--- src/rtl/assert_macros.svh ---
// Assertion macros shared by the RTL. They compile away when SYNTHESIS is defined.
`ifndef ASSERT_MACROS_SVH
`define ASSERT_MACROS_SVH

`ifndef SYNTHESIS

// Checks a property on every rising clock edge. The check is off while reset is high.
`define ASSERT_CLKRST(name, clk, rst, prop, msg) \
  name: assert property (@(posedge clk) disable iff (rst) prop) else $error(msg);

// Checks a property on every rising clock edge, reset included.
`define ASSERT_CLK(name, clk, prop, msg) \
  name: assert property (@(posedge clk) prop) else $error(msg);

`else

`define ASSERT_CLKRST(name, clk, rst, prop, msg)
`define ASSERT_CLK(name, clk, prop, msg)

`endif

`endif

--- src/rtl/tmwf_pkg.sv ---
package tmwf_pkg;

  // Window geometry.
  localparam int WINDOW   = 8;
  localparam int SAMPLE_W = 16;
  localparam int IDX_W    = $clog2(WINDOW);
  // The sum of the whole window fits in SUM_W bits.
  localparam int SUM_W    = SAMPLE_W + IDX_W;
  localparam int DIVISOR  = WINDOW - 2;

  // Division by DIVISOR is a multiply by a rounded-up reciprocal and a shift. The extra
  // clog2(DIVISOR) shift bits keep the result exact for every sum below 2**SUM_W.
  localparam int DIV_SHIFT = SUM_W + $clog2(DIVISOR);
  localparam int RECIP_W   = SUM_W + 1;
  localparam int PROD_W    = SUM_W + RECIP_W;

  typedef logic [SAMPLE_W-1:0] sample_t;
  typedef logic [SUM_W-1:0]    sum_t;
  typedef logic [IDX_W-1:0]    idx_t;
  typedef logic [RECIP_W-1:0]  recip_t;
  typedef logic [PROD_W-1:0]   prod_t;

  localparam recip_t RECIP =
    recip_t'(((64'd1 << DIV_SHIFT) + 64'(DIVISOR) - 64'd1) / 64'(DIVISOR));
  localparam idx_t LAST_IDX = idx_t'(WINDOW - 1);
  // Largest sum of the entries that are left after trimming.
  localparam sum_t MAX_TRIM = sum_t'(DIVISOR * ((1 << SAMPLE_W) - 1));

  // Operation codes of a request.
  typedef enum logic {
    OP_SHIFT = 1'b0,
    OP_CLEAR = 1'b1
  } op_t;

  // Sequencer states.
  typedef enum logic [2:0] {
    ST_IDLE,
    ST_SCAN,
    ST_TRIM,
    ST_DIV,
    ST_DONE
  } state_t;

endpackage

--- src/rtl/tmwf_in_if.sv ---
interface tmwf_in_if;

  logic              valid;
  logic              ready;
  logic              operation;
  tmwf_pkg::sample_t sample;

  modport source (output valid, output operation, output sample, input ready);
  modport sink   (input valid, input operation, input sample, output ready);

endinterface

--- src/rtl/tmwf_out_if.sv ---
interface tmwf_out_if;

  logic              valid;
  logic              ready;
  tmwf_pkg::sample_t trimmed_average;

  modport source (output valid, output trimmed_average, input ready);
  modport sink   (input valid, input trimmed_average, output ready);

endinterface

--- src/rtl/trimmed_mean_window_filter.sv ---
// A request is accepted only in the idle state; the window scan reads one entry per cycle, then a
// trim step, a reciprocal-multiply step (skipped when all window entries are equal, as no division
// is needed) and the load into the output register follow, after which the block is idle again and
// can take the next request; it does not take a new request while one is in progress.
// A finished result waits in an output register; a held result stalls the next request.
// Reset (rst, synchronous, active high) clears the window to zero and empties the output.
`include "assert_macros.svh"

module trimmed_mean_window_filter
  import tmwf_pkg::*;
(
  input  logic       clk,
  input  logic       rst,
  tmwf_in_if.sink    samples,
  tmwf_out_if.source averages
);

  state_t  state;
  state_t  state_next;
  sample_t window [WINDOW];
  idx_t    scan_idx;
  sum_t    sum;
  sample_t max_val;
  sample_t min_val;
  sum_t    trimmed_sum;
  sample_t quot;
  sample_t avg;
  logic    out_valid;

  logic    in_fire;
  logic    load_out;
  sample_t entry;
  prod_t   product;

  assign in_fire = samples.valid && samples.ready;
  assign entry   = window[scan_idx];
  assign product = prod_t'(trimmed_sum) * prod_t'(RECIP);

  // Handshake outputs of the sequencer.
  always_comb begin
    samples.ready = (state == ST_IDLE);
    load_out      = (state == ST_DONE) && (!out_valid || averages.ready);
  end

  // Next-state logic.
  always_comb begin
    state_next = state;
    unique case (state)
      ST_IDLE: if (in_fire) state_next = ST_SCAN;
      ST_SCAN: if (scan_idx == LAST_IDX) state_next = ST_TRIM;
      ST_TRIM: state_next = (max_val == min_val) ? ST_DONE : ST_DIV;
      ST_DIV:  state_next = ST_DONE;
      ST_DONE: if (load_out) state_next = ST_IDLE;
      default: state_next = ST_IDLE;
    endcase
  end

  always_ff @(posedge clk) begin
    if (rst) begin
      state <= ST_IDLE;
    end else begin
      state <= state_next;
    end
  end

  // Window update on an accepted request: clear everything or shift in at the front.
  always_ff @(posedge clk) begin
    if (rst) begin
      for (int k = 0; k < WINDOW; k++) window[k] <= '0;
    end else if (in_fire) begin
      if (samples.operation == OP_CLEAR) begin
        for (int k = 0; k < WINDOW; k++) window[k] <= '0;
      end else begin
        for (int k = WINDOW - 1; k > 0; k--) window[k] <= window[k-1];
        window[0] <= samples.sample;
      end
    end
  end

  // Scan one entry per cycle, then trim and, unless all entries are equal, divide by a reciprocal multiply.
  always_ff @(posedge clk) begin
    case (state)
      ST_IDLE: begin
        scan_idx <= '0;
      end
      ST_SCAN: begin
        scan_idx <= scan_idx + idx_t'(1);
        if (scan_idx == '0) begin
          sum     <= sum_t'(entry);
          max_val <= entry;
          min_val <= entry;
        end else begin
          sum <= sum + sum_t'(entry);
          if (entry > max_val) max_val <= entry;
          if (entry < min_val) min_val <= entry;
        end
      end
      ST_TRIM: begin
        // Equal entries mean the same index is both max and min: report that value.
        quot        <= max_val;
        trimmed_sum <= sum - sum_t'(max_val) - sum_t'(min_val);
      end
      ST_DIV: begin
        quot <= sample_t'(product >> DIV_SHIFT);
      end
      default: begin
      end
    endcase
  end

  // Output register; it frees up as soon as the consumer takes the result.
  always_ff @(posedge clk) begin
    if (rst) begin
      out_valid <= 1'b0;
    end else if (load_out) begin
      out_valid <= 1'b1;
    end else if (averages.ready) begin
      out_valid <= 1'b0;
    end
  end

  always_ff @(posedge clk) begin
    if (load_out) avg <= quot;
  end

  assign averages.valid           = out_valid;
  assign averages.trimmed_average = avg;

  // An accepted request starts a scan.
  `ASSERT_CLKRST(a_scan_start, clk, rst, in_fire |=> (state == ST_SCAN), "no scan")
  // The tracked maximum never falls below the tracked minimum.
  `ASSERT_CLKRST(a_max_ge_min, clk, rst, (state == ST_TRIM) |-> (max_val >= min_val), "max < min")
  // The trimmed sum stays small enough for the quotient to fit a sample.
  `ASSERT_CLKRST(a_div_in, clk, rst, (state == ST_DIV) |-> (trimmed_sum <= MAX_TRIM), "big sum")
  // A new result shows up only out of the done state.
  `ASSERT_CLKRST(a_load, clk, rst, $rose(out_valid) |-> $past(state == ST_DONE), "stray result")

endmodule

--- src/flat_wrapper.sv ---
// flat-port wrapper written by rule: the top's interface ports become plain ports
module trimmed_mean_window_filter_flat import tmwf_pkg::*;
  (clk, rst, samples_valid, samples_operation, samples_sample, samples_ready, averages_valid, averages_trimmed_average, averages_ready);
  tmwf_in_if samples_i ();
  tmwf_out_if averages_i ();
  input  logic clk;
  input  logic rst;
  input wire logic [$bits(samples_i.valid)-1:0] samples_valid;
  input wire logic [$bits(samples_i.operation)-1:0] samples_operation;
  input wire logic [$bits(samples_i.sample)-1:0] samples_sample;
  output wire logic [$bits(samples_i.ready)-1:0] samples_ready;
  output wire logic [$bits(averages_i.valid)-1:0] averages_valid;
  output wire logic [$bits(averages_i.trimmed_average)-1:0] averages_trimmed_average;
  input wire logic [$bits(averages_i.ready)-1:0] averages_ready;
  assign samples_i.valid = samples_valid;
  assign samples_i.operation = samples_operation;
  assign samples_i.sample = samples_sample;
  assign samples_ready = samples_i.ready;
  assign averages_valid = averages_i.valid;
  assign averages_trimmed_average = averages_i.trimmed_average;
  assign averages_i.ready = averages_ready;
  trimmed_mean_window_filter u_core (.clk(clk), .rst(rst), .samples(samples_i), .averages(averages_i));
endmodule
--- config.mk ---
export PLATFORM = sky130hd
export DESIGN_NAME = trimmed_mean_window_filter_flat
export DESIGN_NICKNAME = d
export VERILOG_FILES = /design/src/rtl/tmwf_pkg.sv /design/src/rtl/tmwf_in_if.sv /design/src/rtl/tmwf_out_if.sv /design/src/rtl/trimmed_mean_window_filter.sv /design/src/flat_wrapper.sv
export VERILOG_INCLUDE_DIRS = /design/src /design/src/rtl
export SDC_FILE = /design/constraint.sdc
export NUM_CORES = 1
export LEC_CHECK = 0
export BUFFER_PORTS_ARGS = -buffer_cell sky130_fd_sc_hd__buf_2
export CORE_MARGIN = 1
export CORE_UTILIZATION = 64
export DETAILED_ROUTE_END_ITERATION = 12
export MAX_ROUTING_LAYER = met4
export PLACE_DENSITY = 0.88
export RECOVER_POWER = 100
export SLEW_MARGIN = 20
export SYNTH_ARGS = -nofsm -noshare
export SYNTH_HDL_FRONTEND = slang
export SYNTH_SLANG_ARGS = --single-unit
--- constraint.sdc ---
create_clock -name clk -period 7.1 [get_ports clk]
set_input_delay 1.065 -clock clk [delete_from_list [all_inputs] [get_ports clk]]
set_output_delay 1.065 -clock clk [all_outputs]
set_load 0.02 [all_outputs]
==> summary.txt <==
Run status
  – Status: finished, violations left
  – Violated checks: max-capacitance violations, max-slew violations

Die
  – CORE AREA: around 27000 um2
  – Ports: 39
  – Die Height: approximately 170 um
  – Die X: 167 um
  – Initial Util: 0.651
  – Site row count: 60
  – Die area: approximately 28000 um2

CTS
  – Setup bufs post-CTS: 0
  – Hold buffer count at cts: 0
  – Total clock sinks: between 200 and 250
  – TritonCTS buffer count: 25
  – Post-CTS sizing: 0
  – Clk root buf: clkbuf_16
  – H-Tree Depth: 1
  – Clock tree from TritonCTS: yes
  – Clock slew at reported path FFs: ~0.060 ns
  – Clk_lat worst skew: between 0.5 and 0.6 ns
  – Clock Path Buffers: 3

Drt
  – Post-DRT Antenna Nets: 0
  – Vias per cell: 6.10
  – Final WL: between 30 and 40 mm
  – Pre-antenna DRT Iters: 5
  – DR iter-0 viols: a little over 1000
  – Routed WL per cell: roughly 20 um
  – Drc violations: 0
  – Total number of vias: ~12000

Yosys
  – Synthesized Nets: around 1900
  – Ys Warns: 0
  – Top cell type's share of synthesized area: 0.317
  – Netlist cell types: slightly below 60
  – Most common cell in the synthesized netlist: inv_1
  – Synth Register Bits: 240
  – Sequential fraction of the synthesis area: 0.380
  – Most frequent cells after synthesis: inv_1, ha_1, edfxtp_1
  – Top FF cell, synth: edfxtp_1
  – Ranking of synthesized cells by area: edfxtp_1, ha_1, fa_1
  – Yosys top cell by area: edfxtp_1
  – Cell Area, Synth: 17500 um2
  – Fraction of registers with async set/reset: 0
  – Number of synthesized flops with an enable pin: ~190
  – Syn Inst Count: between 1500 and 2000
  – Syn Area/Cell: 11.4 um2

Setup path
  – Arrival @ worst endpoint: 6.66 ns
  – CP required: 7.38 ns
  – Critical-path maximum fanout: 5
  – Worst Reg2Reg Path Length in Cells: 21
  – Crit end category: flop
  – CP Launch Type: flop
  – Setup CP Type: reg -> reg
  – Reg2reg setup slack: about 0.7 ns

Flow run
  – Max_cap viols: 6

Power and ir drop
  – Sw Share: 0.288
  – Power per cell area: ~200 nW/um2
  – Pint: between 2 and 3 mW
  – Leakage: approximately 8.4 nW
  – Max VDD drop: approximately 210 uV
  – Gate power share: 0.225
  – Sequential share of power: 0.435
  – Clock power frac: 0.341
  – Total power: between 3 and 4 mW
  – NetSw: ~1.1 mW

Min path
  – Number of cells on the worst hold path: 0
  – Worst hold path type: reg -> reg

STA
  – Max Clk Rate: 157 MHz
  – Pins Over Slew Limit: around 240
  – Fin crit period: between 6 and 7 ns
  – Final setup violation count: 0
  – Max_slew headroom: -0.624
  – Unrepaired setup endpoints after global routing: no
  – Final Cycle Share: 0.899
  – Setup TNS: 0 ns
  – Worst-Margin Slew: 2.44 ns
  – Final Hold Viols: 0
  – Setup Skew: 0.0117 ns

Finish
  – Final cell count without fillers: slightly below 2000
  – Nets: 1926
  – Design area: 18800 um2
  – ANT cells: 0
  – Final Util: 0.700
  – FILL cells: 1900
  – Share of layout cells above drive strength 1: 0.0641
  – Multi-input gate area: 9710 um2
  – Register Area: roughly 6700 um2
  – Syn-to-layout area delta: 7.49%

Global routing
  – Largest net degree at the start of global routing: slightly above 70
  – Total gr overflow: 0
  – Vias in the first global route: between 10000 and 15000
  – Gr usage total: 0.294
  – Wire length of the first global-routing pass: 63.1 mm
  – Initial antenna violation count: 0

Placement
  – Placed inst area: between 15000 and 20000 um2
  – PortBufs: 38
  – Gpl congestion: about 0.94
  – Placed Cells: around 1900
  – DP HPWL: roughly 30 mm
-- state kept, by name (all words and copies together) (netlist names), named ones only --
register	cells
u_core.window	128
u_core.sum	19
u_core.trimmed_sum	19
u_core.averages.trimmed_average	16
u_core.max_val	16
u_core.min_val	16
u_core.quot	16
u_core.scan_idx	3
u_core.state	3
u_core.averages.valid	1
-- critical path: stages, from the launching register on --
cell and delay [ns]:
edfxtp_1 0.45, ha_1 0.33, inv_1 0.08, fa_1 0.48, inv_1 0.09, fa_1 0.67
inv_1 0.11, fa_1 0.56, inv_1 0.09, fa_1 0.54, inv_1 0.05, fa_1 0.53
inv_1 0.05, ha_1 0.37, nand3_1 0.14, nor3_1 0.30, o2111ai_1 0.15, o22ai_1 0.28
o21ai_0 0.18, a21boi_0 0.30, o21ai_0 0.13, a31o_2 0.25
-- metrics by stage --
step	hold slack, ns	setup slack [ns]
6_report	0.418	0.718
2_1_floorplan	0.400	1.41
3_5_place_dp	0.405	0.731
4_1_cts	0.417	0.691
3_3_place_gp	0.401	0.927
5_1_grt	0.421	0.278
-- cell families (layout without fill, tap and decap cells) --
logic type | after synthesis | count (layout) | share of synthesized area
adders and majority gates | 331 | 331 | 0.287
and+or+nand+nor | 313 | 313 | 0.0956
buffers and inverters | 300 | 355 | 0.0644
AOI/OAI and AO/OA | 268 | 268 | 0.102
DFF | 240 | 240 | 0.380
muxes | 49 | 49 | 0.0527
xor gates and xnor gates | 36 | 36 | 0.0180
-- area by class of cell --
type / count / share of cell area
clock inverters: 10 / 0.00579
clock buffers: 35 / 0.0380
inverters: 261 / 0.0521
multi-input cells: 997 / 0.516
well taps: 341 / 0.0227
flip-flops and latches: 240 / 0.354
repair buffers: 49 / 0.0115
-- power by group through the flow --
stage               clock [mW]  sequential, mW  combinational (mW)
floorplan                    0            1.68               0.638
global placement             0            1.70               0.820
detailed placement           0            1.71               0.856
CTS                       1.33            1.68               0.871
global route              1.38            1.69               0.960
finish                    1.32            1.68               0.870
-- worst paths after layout --
check | from | end
setup reg to reg | u_core.trimmed_sum[15]$_DFFE_PN_ | u_core.quot[13]$_DFFE_PP_
hold reg to reg | u_core.quot[12]$_DFFE_PP_ | u_core.averages.trimmed_average[12]$_DFFE_PP_
hold / removal | u_core.quot[12]$_DFFE_PP_ | u_core.averages.trimmed_average[12]$_DFFE_PP_
setup / recovery | u_core.trimmed_sum[15]$_DFFE_PN_ | u_core.quot[13]$_DFFE_PP_
-- per-layer routing --
layer / wire length (um) / track usage / part of all wire / vias up
li1: - / - / - / 5437
met1: 16800 / 0.403 / 0.44 / 5859
met2: 17900 / 0.468 / 0.46 / 413
met3: 2830 / 0.0350 / 0.073 / 79
met4: 1010 / 0.0766 / 0.026 / 0
met5: 0 / - / 0 / -
-- cell usage in the layout, fill, tap and decap left out, types with 5 or more instances in the layout --
master       n
xor2_1      10
nand4_1     10
clkbuf_1    33
nand3_1     18
and2_1      31
a22o_1      32
fa_1       117
nor3_1      17
o21bai_1     6
o21a_1      16
buf_2       19
o21ai_0     49
nor4_1       6
a21o_1      33
dfxtp_1     55
a21oi_1     67
ha_1       214
nor2_1      62
nand2_1     51
or2_2        5
a31oi_1      9
nand2b_1     8
xnor2_1     26
nor3b_1     21
o211ai_1     7
or3_1        5
inv_1      261
clkbuf_16   26
o31ai_1      6
mux2_1      15
and2_0      51
nor2b_1     10
edfxtp_1   185
and3_1      10
a211oi_1    11
mux4_2      32
Note: power is estimated with default switching activity, not from simulation.
